### config.mk
export PLATFORM = sky130hd
export DESIGN_NAME = static_linked_list_engine_top
export DESIGN_NICKNAME = d
export VERILOG_FILES = /design/src/hdl/sll_pkg.sv /design/src/hdl/sll_cell.sv /design/src/hdl/sll_ctrl.sv /design/src/hdl/static_linked_list_engine_top.sv
export VERILOG_INCLUDE_DIRS = /design/src /design/src/hdl
export SDC_FILE = /design/constraint.sdc
export NUM_CORES = 2
export LEC_CHECK = 0
export ABC_AREA = 1
export ABC_CLOCK_PERIOD_IN_PS = 5000
export BUFFER_PORTS_ARGS = -buffer_cell sky130_fd_sc_hd__buf_2
export CORE_ASPECT_RATIO = 0.9
export CORE_UTILIZATION = 63
export DETAILED_ROUTE_END_ITERATION = 6
export GPL_TIMING_DRIVEN = 0
export PLACE_DENSITY = 0.79
export SLEW_MARGIN = 25
export SYNTH_ARGS = -nofsm -noshare
export SYNTH_HDL_FRONTEND = slang
export SYNTH_SLANG_ARGS = --single-unit
### constraint.sdc
create_clock -name clock -period 5 [get_ports clock]
set_input_delay 0.75 -clock clock [delete_from_list [all_inputs] [get_ports clock]]
set_output_delay 0.75 -clock clock [all_outputs]
set_load 0.01 [all_outputs]
### src/hdl/static_linked_list_engine_top_macros.svh
// Assertion macros shared by the RTL of the linked list engine.
// Each macro samples on the rising edge of clock and is switched off while reset is high.
`ifndef STATIC_LINKED_LIST_ENGINE_TOP_MACROS_SVH
`define STATIC_LINKED_LIST_ENGINE_TOP_MACROS_SVH

// The condition holds at every edge.
`define SLL_ASSERT_NOW(label, cond, msg) \
   label: assert property (@(posedge clock) disable iff (reset) (cond)) \
      else $error(msg);

// The consequent holds at the same edge as the antecedent.
`define SLL_ASSERT_SAME(label, ante, cons, msg) \
   label: assert property (@(posedge clock) disable iff (reset) (ante) |-> (cons)) \
      else $error(msg);

// The consequent holds at the edge after the antecedent.
`define SLL_ASSERT_NEXT(label, ante, cons, msg) \
   label: assert property (@(posedge clock) disable iff (reset) (ante) |=> (cons)) \
      else $error(msg);

`endif

### src/hdl/sll_pkg.sv
`default_nettype none

package sll_pkg;

   // Field widths of the request and response beats.
   localparam int CMD_W    = 2;
   localparam int POS_W    = 6;
   localparam int DATA_W   = 32;
   localparam int STATUS_W = 2;

   // Default number of slots, the head sentinel included.
   localparam int DEFAULT_CAPACITY = 32;

   typedef enum logic [CMD_W-1:0] {
      CMD_INSERT = 2'd0,
      CMD_REMOVE = 2'd1,
      CMD_READ   = 2'd2
   } cmd_type;

   typedef enum logic [STATUS_W-1:0] {
      STATUS_DONE   = 2'd0,
      STATUS_BADPOS = 2'd1,
      STATUS_FULL   = 2'd2
   } status_type;

   typedef enum logic [1:0] {
      ST_IDLE,
      ST_WALK,
      ST_HOLD
   } state_type;

   // Operation token that travels down the row of cells, one cell per cycle.
   // The skip count reaches zero at the addressed cell and stays there.
   typedef struct packed {
      logic              active;
      cmd_type           op;
      logic [POS_W-1:0]  skip;
      logic              held;
      logic [DATA_W-1:0] word;
   } token_type;

   // One finished result.
   typedef struct packed {
      logic              ok;
      status_type        status;
      logic [DATA_W-1:0] read_value;
   } result_type;

endpackage

`default_nettype wire

### src/hdl/sll_cell.sv
`default_nettype none

module sll_cell (
   input  logic                         clock,
   input  logic                         reset,
   input  sll_pkg::token_type           tok_i,
   output sll_pkg::token_type           tok_o,
   input  logic [sll_pkg::DATA_W-1:0]   right_data,
   output logic [sll_pkg::DATA_W-1:0]   data_o
);
   import sll_pkg::*;

   logic [DATA_W-1:0] data_ff;
   logic [DATA_W-1:0] data_in;
   token_type         tok_ff;
   token_type         tok_in;
   logic              here;

   // The cell acts once the token's skip count has run down to zero.
   always_comb begin
      here    = (tok_i.skip == '0);
      data_in = data_ff;
      tok_in  = tok_i;
      if (!here) begin
         tok_in.skip = tok_i.skip - POS_W'(1);
      end
      if (tok_i.active && here) begin
         unique case (tok_i.op)
            CMD_INSERT: begin
               // Take the carried word and pass the old one to the right.
               data_in     = tok_i.word;
               tok_in.word = data_ff;
            end
            CMD_REMOVE: begin
               // Close the gap with the right neighbour's word.
               data_in = right_data;
            end
            CMD_READ: begin
               if (!tok_i.held) begin
                  tok_in.word = data_ff;
                  tok_in.held = 1'b1;
               end
            end
            default: begin
            end
         endcase
      end
   end

   // Reset clears the token register; the stored word is left as it is.
   always_ff @(posedge clock) begin
      data_ff <= data_in;
      if (reset) begin
         tok_ff <= '0;
      end else begin
         tok_ff <= tok_in;
      end
   end

   assign tok_o  = tok_ff;
   assign data_o = data_ff;

endmodule

`default_nettype wire

### src/hdl/sll_ctrl.sv
`default_nettype none

`include "static_linked_list_engine_top_macros.svh"

module sll_ctrl #(
   parameter int CAPACITY = sll_pkg::DEFAULT_CAPACITY
) (
   input  logic                            clock,
   input  logic                            reset,
   input  logic                            req_valid,
   output logic                            req_ready,
   input  logic [sll_pkg::CMD_W-1:0]       req_cmd,
   input  logic [sll_pkg::POS_W-1:0]       req_position,
   input  logic [sll_pkg::DATA_W-1:0]      req_value,
   output logic                            rsp_valid,
   input  logic                            rsp_ready,
   output logic                            rsp_ok,
   output logic [sll_pkg::STATUS_W-1:0]    rsp_status,
   output logic [sll_pkg::DATA_W-1:0]      rsp_read_value,
   output sll_pkg::token_type              launch_o,
   input  sll_pkg::token_type              ret_i
);
   import sll_pkg::*;

   localparam int LEN_W = $clog2(CAPACITY);
   localparam int CMP_W = ((LEN_W > POS_W) ? LEN_W : POS_W) + 1;
   localparam logic [LEN_W-1:0] LEN_MAX = LEN_W'(CAPACITY - 1);

   state_type        state_ff, state_in;
   logic [LEN_W-1:0] len_ff, len_in;
   result_type       pend_ff, pend_in;
   result_type       rsp_ff, rsp_in;
   logic             rsp_valid_ff, rsp_valid_in;

   logic             accept;
   logic             go;
   logic             ins_pos_ok;
   logic             rd_pos_ok;
   logic             full;
   logic [CMP_W-1:0] pos_x;
   logic [CMP_W-1:0] len_x;

   assign req_ready = (state_ff == ST_IDLE);
   assign accept    = req_valid && req_ready;

   // Position checks against the current list length.
   assign pos_x      = CMP_W'(req_position);
   assign len_x      = CMP_W'(len_ff);
   assign ins_pos_ok = (pos_x != '0) && (pos_x <= len_x + CMP_W'(1));
   assign rd_pos_ok  = (pos_x != '0) && (pos_x <= len_x);
   assign full       = (len_ff == LEN_MAX);

   // Token handed to the first cell in the cycle of acceptance.
   always_comb begin
      launch_o.active = go;
      launch_o.op     = cmd_type'(req_cmd);
      launch_o.skip   = req_position - POS_W'(1);
      launch_o.held   = 1'b0;
      launch_o.word   = req_value;
   end

   // Next state, length bookkeeping and the pending result.
   always_comb begin
      state_in     = state_ff;
      len_in       = len_ff;
      pend_in      = pend_ff;
      rsp_in       = rsp_ff;
      rsp_valid_in = rsp_valid_ff && !rsp_ready;
      go           = 1'b0;
      unique case (state_ff)
         ST_IDLE: begin
            if (accept) begin
               pend_in.ok         = 1'b0;
               pend_in.status     = STATUS_BADPOS;
               pend_in.read_value = '0;
               unique case (req_cmd)
                  CMD_INSERT: begin
                     if (ins_pos_ok && full) begin
                        pend_in.status = STATUS_FULL;
                     end else if (ins_pos_ok) begin
                        go     = 1'b1;
                        len_in = len_ff + LEN_W'(1);
                     end
                  end
                  CMD_REMOVE: begin
                     if (rd_pos_ok) begin
                        go     = 1'b1;
                        len_in = len_ff - LEN_W'(1);
                     end
                  end
                  CMD_READ: begin
                     go = rd_pos_ok;
                  end
                  default: begin
                  end
               endcase
               state_in = go ? ST_WALK : ST_HOLD;
            end
         end
         ST_WALK: begin
            if (ret_i.active) begin
               pend_in.ok         = 1'b1;
               pend_in.status     = STATUS_DONE;
               pend_in.read_value = (ret_i.op == CMD_READ) ? ret_i.word : '0;
               state_in           = ST_HOLD;
            end
         end
         ST_HOLD: begin
            if (!rsp_valid_ff || rsp_ready) begin
               rsp_in       = pend_ff;
               rsp_valid_in = 1'b1;
               state_in     = ST_IDLE;
            end
         end
         default: begin
            state_in = ST_IDLE;
         end
      endcase
   end

   // Control registers reset; result payloads do not.
   always_ff @(posedge clock) begin
      if (reset) begin
         state_ff     <= ST_IDLE;
         len_ff       <= '0;
         rsp_valid_ff <= 1'b0;
      end else begin
         state_ff     <= state_in;
         len_ff       <= len_in;
         rsp_valid_ff <= rsp_valid_in;
      end
      pend_ff <= pend_in;
      rsp_ff  <= rsp_in;
   end

   assign rsp_valid      = rsp_valid_ff;
   assign rsp_ok         = rsp_ff.ok;
   assign rsp_status     = rsp_ff.status;
   assign rsp_read_value = rsp_ff.read_value;

   // Checks on the sequencing and the result encoding.
   `SLL_ASSERT_NOW(a_len_bound, len_ff <= LEN_MAX, "list length beyond the store")
   `SLL_ASSERT_SAME(a_ret_in_walk, ret_i.active, state_ff == ST_WALK, "stray token at the end")
   `SLL_ASSERT_NEXT(a_busy_after_accept, accept, !req_ready, "request taken while busy")
   `SLL_ASSERT_SAME(a_ok_status, rsp_valid, rsp_ok == (rsp_status == STATUS_DONE), "ok and status disagree")
   `SLL_ASSERT_SAME(a_fail_zero, rsp_valid && !rsp_ok, rsp_read_value == '0, "failed beat with data")

endmodule

`default_nettype wire

### src/hdl/static_linked_list_engine_top.sv
// A request is taken only while the engine is idle; a rejected one (bad position, full store,
// unknown command) gets its result without entering the row, a successful one once its token
// has walked one cell per cycle down the row of CAPACITY-1 cells. A new request is not taken
// until the result of the last one has been registered on the response port.
// Reset (synchronous, active high) empties the list at once; no clearing pass.
`default_nettype none

module static_linked_list_engine_top #(
   parameter int CAPACITY = sll_pkg::DEFAULT_CAPACITY
) (
   input  logic                            clock,
   input  logic                            reset,
   input  logic                            req_valid,
   output logic                            req_ready,
   input  logic [sll_pkg::CMD_W-1:0]       req_cmd,
   input  logic [sll_pkg::POS_W-1:0]       req_position,
   input  logic [sll_pkg::DATA_W-1:0]      req_value,
   output logic                            rsp_valid,
   input  logic                            rsp_ready,
   output logic                            rsp_ok,
   output logic [sll_pkg::STATUS_W-1:0]    rsp_status,
   output logic [sll_pkg::DATA_W-1:0]      rsp_read_value
);
   import sll_pkg::*;

   // One cell per data slot; the list is kept in position order along the row.
   localparam int NCELLS = CAPACITY - 1;

   token_type         chain [NCELLS:0];
   logic [DATA_W-1:0] cell_data [NCELLS:0];

   // Nothing lies beyond the last cell.
   assign cell_data[NCELLS] = '0;

   sll_ctrl #(
      .CAPACITY (CAPACITY)
   ) u_ctrl (
      .clock          (clock),
      .reset          (reset),
      .req_valid      (req_valid),
      .req_ready      (req_ready),
      .req_cmd        (req_cmd),
      .req_position   (req_position),
      .req_value      (req_value),
      .rsp_valid      (rsp_valid),
      .rsp_ready      (rsp_ready),
      .rsp_ok         (rsp_ok),
      .rsp_status     (rsp_status),
      .rsp_read_value (rsp_read_value),
      .launch_o       (chain[0]),
      .ret_i          (chain[NCELLS])
   );

   // Row of cells; each passes the token to its right neighbour every cycle.
   for (genvar i = 0; i < NCELLS; i++) begin : g_cell
      sll_cell u_cell (
         .clock      (clock),
         .reset      (reset),
         .tok_i      (chain[i]),
         .tok_o      (chain[i+1]),
         .right_data (cell_data[i+1]),
         .data_o     (cell_data[i])
      );
   end

endmodule

`default_nettype wire

### Word level (Yosys, flattened, before mapping)

Cells that the tools add are included.

| operators by class | value |
|---|---|
| add/subtract/negate cells | 34 |
| bitwise logic cells | 1 |
| muxes and demuxes | 208 |
| $lt $le $gt $ge | 2 |
| equality and inequality tests | 72 |
| reductions and logical operators | 172 |

Operators with widths:

| kind | count |
|---|---|
| $pmux 32 s2 | 61 |
| $mux 32 | 34 |
| $mux 33 | 29 |
| $logic_not 6->1 | 31 |
| $sub 6x1->6 const B | 31 |
| $mux 6 | 30 |
| $mux 35 | 2 |
| $pmux 35 s2 | 1 |
| $eq 2x2->1 const B | 33 |
| $eq 2x1->1 const B | 32 |
| $logic_not 2->1 | 32 |
| $reduce_and 2->1 | 32 |
| $reduce_bool 2->1 | 32 |
| $mux 1 | 39 |
| $logic_and 1x1->1 | 36 |
| $mux 5 | 3 |
| $mux 2 | 6 |
| $pmux 5 s2 | 1 |
| $ne 2x2->1 const B | 4 |
| $le 6x7->1 | 1 |
| $reduce_bool 7->1 | 1 |
| $add 5x1->6 const B | 1 |
| $le 6x5->1 | 1 |
| $pmux 2 s3 | 1 |
| other kinds (11) | 15 |

| word-level totals | value |
|---|---|
| output and inout port bits | 37 |
| logic and storage cells | 682 |
| register bits | 2365 |
| input port bits | 44 |

### Logic depth before layout (Yosys ltp)

| logic depth | value |
|---|---|
| word-level depth | 13 |
| mapped depth | 18 |

### Modules after synthesis

From an unflattened synthesis, not the netlist that was laid out.

| unflattened totals | value |
|---|---|
| cells, all modules | 12959 |
| area, all modules | 119714.8 um2 |

By module, submodules not included:

| module | cells an instance | instances | area an instance (um2) | seq. area each (um2) |
|---|---|---|---|---|
| sll_cell | 407 | 31 | 3741.1 | 1801.7 |
| sll_ctrl | 341 | 1 | 3737.3 | 2262.2 |
| static_linked_list_engine_top | 1 | 1 | 3.8 | 0.0 |

### Worst setup path after synthesis

Ideal clock, no wire load.

| timing path | value |
|---|---|
| path type | in2reg |
| start | input req_position[1] in the netlist's numbering |
| end | register g_cell[0].u_cell.data_ff[0] (enable) |
| arrival time | 3.410 ns |
| cell stages on the path | 10 |
| data required time | 4.579 ns |
| path slack | 1.169 ns |
| cell sequence | inv_1 ha_1 nand2_1 nand2_1 xor2_2 nand3_1 nor2_4 nand4_2 buf_2 nor2_1 |

| on the way | value |
|---|---|
| word-level cells in the longest chain between the ends | 11 |
| elaborated cells on any way between the ends | 18 |
| classes of those cells | 1 x add/sub; 2 x order compare; 8 x mux; 7 x reduce/logical |

Ends and longest elaborated chain:

| what | line | source |
|---|---|---|
| start: declaration | static_linked_list_engine_top.sv:16 | `input logic [sll_pkg::POS_W-1:0] req_position,` |
| $le 6x7->1 or $reduce_bool 7->1 (tied branches) | sll_ctrl.sv:49, sll_ctrl.sv:50 |  |
| $logic_and 1x1->1 | sll_ctrl.sv:49 | `assign ins_pos_ok = (pos_x != '0) && (pos_x <= len_x + CMP_W'(1));` |
| $mux 1 or $logic_and 1x1->1 (tied branches) | sll_ctrl.sv:80, sll_ctrl.sv:78 |  |
| $mux 1 | sll_ctrl.sv:78 | `if (ins_pos_ok && full) begin` |
| $pmux 1 s3 | sll_ctrl.sv:76 | `unique case (req_cmd)` |
| $mux 1 | sll_ctrl.sv:72 | `if (accept) begin` |
| $mux 1 | sll_ctrl.sv:70 | `unique case (state_ff)` |
| $mux 1 | sll_ctrl.sv:72 |  |
| $mux 1 | sll_ctrl.sv:70 |  |
| $logic_and 1x1->1 (*) | sll_cell.sv:27 | `if (tok_i.active && here) begin` |
| $reduce_and 2->1 (no line) (*) | -- |  |
| end signal: assignment | sll_cell.sv:52 | `data_ff <= data_in;` |
| end: declaration | sll_cell.sv:13 | `logic [DATA_W-1:0] data_ff;` |

Every way passes the cells marked *; elsewhere a longest branch is shown, timed or not. The select of a mux whose other input is x is not followed.
A chain may end at the register's enable or synchronous reset.

### Worst setup path in the final report

| timing path | value |
|---|---|
| start | register u_ctrl.len_ff[0] |
| end | register g_cell[0].u_cell.data_ff[25] (enable) |

| on the way | value |
|---|---|
| word-level cells in the longest chain between the ends | 12 |
| elaborated cells on any way between the ends | 17 |
| classes of those cells | 1 x add/sub; 2 x order compare; 1 x eq/ne; 8 x mux; 5 x reduce/logical |

Ends and longest elaborated chain:

| what | line | source |
|---|---|---|
| start: declaration | sll_ctrl.sv:30 | `logic [LEN_W-1:0] len_ff, len_in;` |
| start signal: assignment | sll_ctrl.sv:129 | `len_ff <= len_in;` |
| $add 5x1->6 | sll_ctrl.sv:49 |  |
| $le 6x7->1 | sll_ctrl.sv:49 |  |
| $logic_and 1x1->1 | sll_ctrl.sv:49 |  |
| $mux 1 or $logic_and 1x1->1 (tied branches) | sll_ctrl.sv:80, sll_ctrl.sv:78 |  |
| $mux 1 | sll_ctrl.sv:78 |  |
| $pmux 1 s3 (*) | sll_ctrl.sv:76 |  |
| $mux 1 (*) | sll_ctrl.sv:72 |  |
| $mux 1 (*) | sll_ctrl.sv:70 |  |
| $mux 1 (*) | sll_ctrl.sv:72 |  |
| $mux 1 (*) | sll_ctrl.sv:70 |  |
| $logic_and 1x1->1 (*) | sll_cell.sv:27 |  |
| $reduce_and 2->1 (no line) (*) | -- |  |

Marks and branches as above.

==> out/qor.yml <==
run_status:
  status: "finished, final reports clean"
synthesis:
  async_flop_share_pct: 0
  yosysWarnings: 0
  syn-mean-instance-area_um2: 9.801
  postSynthCellCount: 9237
  synthMostInstantiatedCell: "o21ai_0"
  synth_nets: 9365
  biggest_area_contributors_in_the_synthesized_netlist: "edfxtp_1 (35%), dfxtp_1 (29%), o21ai_0 (9.5%)"
  netlist.top_cell.by_area: "edfxtp_1"
  yosysTopAreaCellShare_pct: 35.23
  ys_seq_elements: 2365
  synth_commonest_cells: "o21ai_0 (1,724), dfxtp_1 (1,303), nand2_1 (1,232)"
  synth_ff_type: "dfxtp_1"
  synth.lib_cells_used.distinct: 44
  synth-seq-area-share_pct: 64.04
  number_of_synthesized_flops_with_an_enable_pin: 1062
  mappedNetlistArea_mm2: 0.09053
route:
  dr.first_iter.drc_count: 10903
  viasPerCell: 5.916
  route.detailed.drc: 0
  totalWireLength_um: 241300
  avgRoutedWirePerCell_um: 20.73
  via_count: 68870
  drt-pass1-iter-count: 7
  drtAntennaViolNets: 0
grt:
  vias_in_the_first_global_route: 64059
  grt_start_max_net_pins: 30
  grt_antenna_before_repair: 7
  grt_overflow: 0
  groute.usage.overall_pct: 32.73
  grt_first_pass_wirelength_um: 369200
worst_setup_path:
  worst_setup_path_end_kind: "register"
  reg2regPathDepth: 14
  critical_path_peak_fanout: 28
  endpoint_of_the_worst_slack_reg_to_reg_timing_path: "g_cell[0].u_cell.data_o[25]"
  timing_worst_setup_path_type: "reg -> reg"
  worst_ep_required_ns: 5.55
  crit_arrival_ns: 3.83
  crit_path_end: "g_cell[0].u_cell.data_o[25]"
  setup.worst_path.start: "u_ctrl.len_ff[0]"
  critPathLaunchType: "register"
  worstReg2RegStart: "u_ctrl.len_ff[0]"
  setup.reg_to_reg.worst_slack_ns: 1.72
place:
  dpl.hpwl_um: 174500
  io_buffers: 79
  placed_cell_area_mm2: 0.09432
  place.gp.congestion: 0.9333
power:
  p_comb_share_pct: 8.3
  sequentialPowerShare_pct: 50.4
  power.static_leakage_nw: 39.75
  net-switching-power_mw: 10.14
  power_per_cell_area_mw_per_mm2: 413.7
  vdd.ir_drop.worst_mv: 0.3745
  power.internal_mw: 32.05
  power.share.switching_pct: 24.04
  power.clock.fraction_pct: 41.4
cts:
  cts_h_tree_depth: 4
  cts-buffers-inserted: 218
  cts_hold_buf: 0
  tritoncts_num_sinks: 2365
  clockBufferDepth: 3
  clock-root-buffer: "clkbuf_16"
  cts.repair.resized: 0
  cts_tree: "built"
  clk-insertion-delay-late_ns: 0.86
  postCtsSetupRepairBufs: 0
  cts.clk_slew.worst_paths_ns: 0.06
floorplanning:
  core_mm2: 0.1421
  die-width_um: 401.6
  floorplan.initialDensity_pct: 63.70
  die_y_um: 361.6
  rows: 131
  pin_count: 81
  area_enclosed_by_the_die_boundary_mm2: 0.1452
flow_run:
  cap_viol_max_count: 0
timing:
  max_freq_mhz: 304.6
  min_period_over_period_pct: 65.66
  period_needed_ns: 3.283
  timing.final.max_slew_violations: 0
  maxSlewHeadroom_pct: 20.42
  setup-violations-final: 0
  hold_viol_final: 0
  tightestPinTransition_ns: 1.194
  clock_skew_ns: 0.05343
  timing.setup.tns_ns: 0
  grt_setup_unrepaired: "no"
min_path:
  hold-path-cell-count: 3
  hold_path.class: "in -> reg"
final_layout:
  fin_area_mm2: 0.1020
  syn2layout_area_growth_pct: 12.64
  n_fill_cell: 9823
  fraction_of_final_layout_cells_with_drive_strength_greater_than_1_pct: 7.988
  number_of_nets_in_the_final_layout: 9707
-- critical path, stage by stage (launching register included) --
cell     delay [ns]
dfxtp_1        0.42
inv_1          0.14
nor3_1         0.38
nand3_1        0.13
ha_1           0.33
nand2_1        0.06
nor2_1         0.13
nand4_1        0.09
nand2_1        0.15
nand3_1        0.13
nand2_1        0.10
nand4_2        0.20
buf_2          0.29
nor2_4         0.21
buf_12         0.22
-- power by group through the flow --
| stage | sequential (mW) | combinational [mW] | clock, mW |
|---|---|---|---|
| 2_1_floorplan | 21.5 | 2.55 | 0 |
| 3_3_place_gp | 21.6 | 3.26 | 0 |
| 3_5_place_dp | 21.6 | 3.41 | 0 |
| 4_1_cts | 21.2 | 3.45 | 17.5 |
| 5_1_grt | 21.3 | 3.94 | 18.3 |
| 6_report | 21.3 | 3.48 | 17.5 |
-- cell usage in the layout (no fill, tap or decap), types with 43 or more instances in the layout --
cell type,n
clkbuf_1,483
a21oi_1,992
mux2_2,96
edfxtp_1,1062
o21ai_1,177
xnor2_1,45
xor2_1,43
nor2_1,559
inv_1,1149
dfxtp_1,1303
ha_1,83
clkbuf_16,227
o21ai_0,1724
buf_2,132
nand2_1,1232
-- final cells by class --
cell class	count	area [um^2]	area share, %
clock inverter	85	1159	1.136
inverter	1163	4365	4.281
buffer	511	2161	2.119
sequential	2365	57980	56.85
timing repair buffer	122	1205	1.182
tap	1862	2330	2.285
antenna	3	7.507	0.007362
multi-input combinational	5198	26280	25.77
clock buffer	333	6489	6.363
-- layer usage --
layer | track usage, % | part of all wire [%] | up-vias
li1 | - | - | 31488
met1 | 50.69 | 42 | 32449
met2 | 45.61 | 41 | 4465
met3 | 8.131 | 14 | 460
met4 | 8.624 | 2.3 | 8
met5 | 0 | 0.044 | -
-- state kept, by name (all words and copies together), names as in the netlist --
register,flops
u_ctrl.rsp_valid,1
u_ctrl.len_ff,5
u_ctrl.pend_ff,35
g_cell.u_cell.tok_o,1295
g_cell.u_cell.data_o,992
u_ctrl.rsp_read_value,32
u_ctrl.state_ff,2
u_ctrl.rsp_status,2
u_ctrl.rsp_ok,1
-- cell families after synthesis --
logic type	count (synthesis)	synth area share (%)
DFF	2365	64.04
adders and majority gates	84	1.169
AOI/OAI and AO/OA	2963	16.94
and+or+nand+nor	1965	8.569
buffers and inverters	1674	7.197
muxes	96	1.194
xor gates and xnor gates	90	0.8873
-- through the flow --
stage	hold WS, ns	utilization, %	setup WS, ns	std cells	power (mW)
finish	0.1763	71.76	1.717	11642	42.19
global route	0.1586	71.75	1.408	11639	43.54
CTS	0.1365	71.75	1.730	11639	42.16
detailed placement	0.4045	66.37	1.169	11221	25.06
global placement	0.4033	65.62	-0.09362	11178	24.90
floorplan	0.4003	-	1.169	9237	24.07
-- how the worst min path moves through the flow --
stage                  startpoint                    endpoint
4_1_cts             req_value[10]  g_cell[0].u_cell.tok_o[10]
5_1_grt             req_value[10]  g_cell[0].u_cell.tok_o[10]
2_1_floorplan  u_ctrl.pend_ff[34]               u_ctrl.rsp_ok
3_3_place_gp    u_ctrl.pend_ff[7]    u_ctrl.rsp_read_value[7]
3_5_place_dp   u_ctrl.pend_ff[13]   u_ctrl.rsp_read_value[13]
6_report            req_value[17]  g_cell[0].u_cell.tok_o[17]
Note: power is estimated with default switching activity, not from simulation.
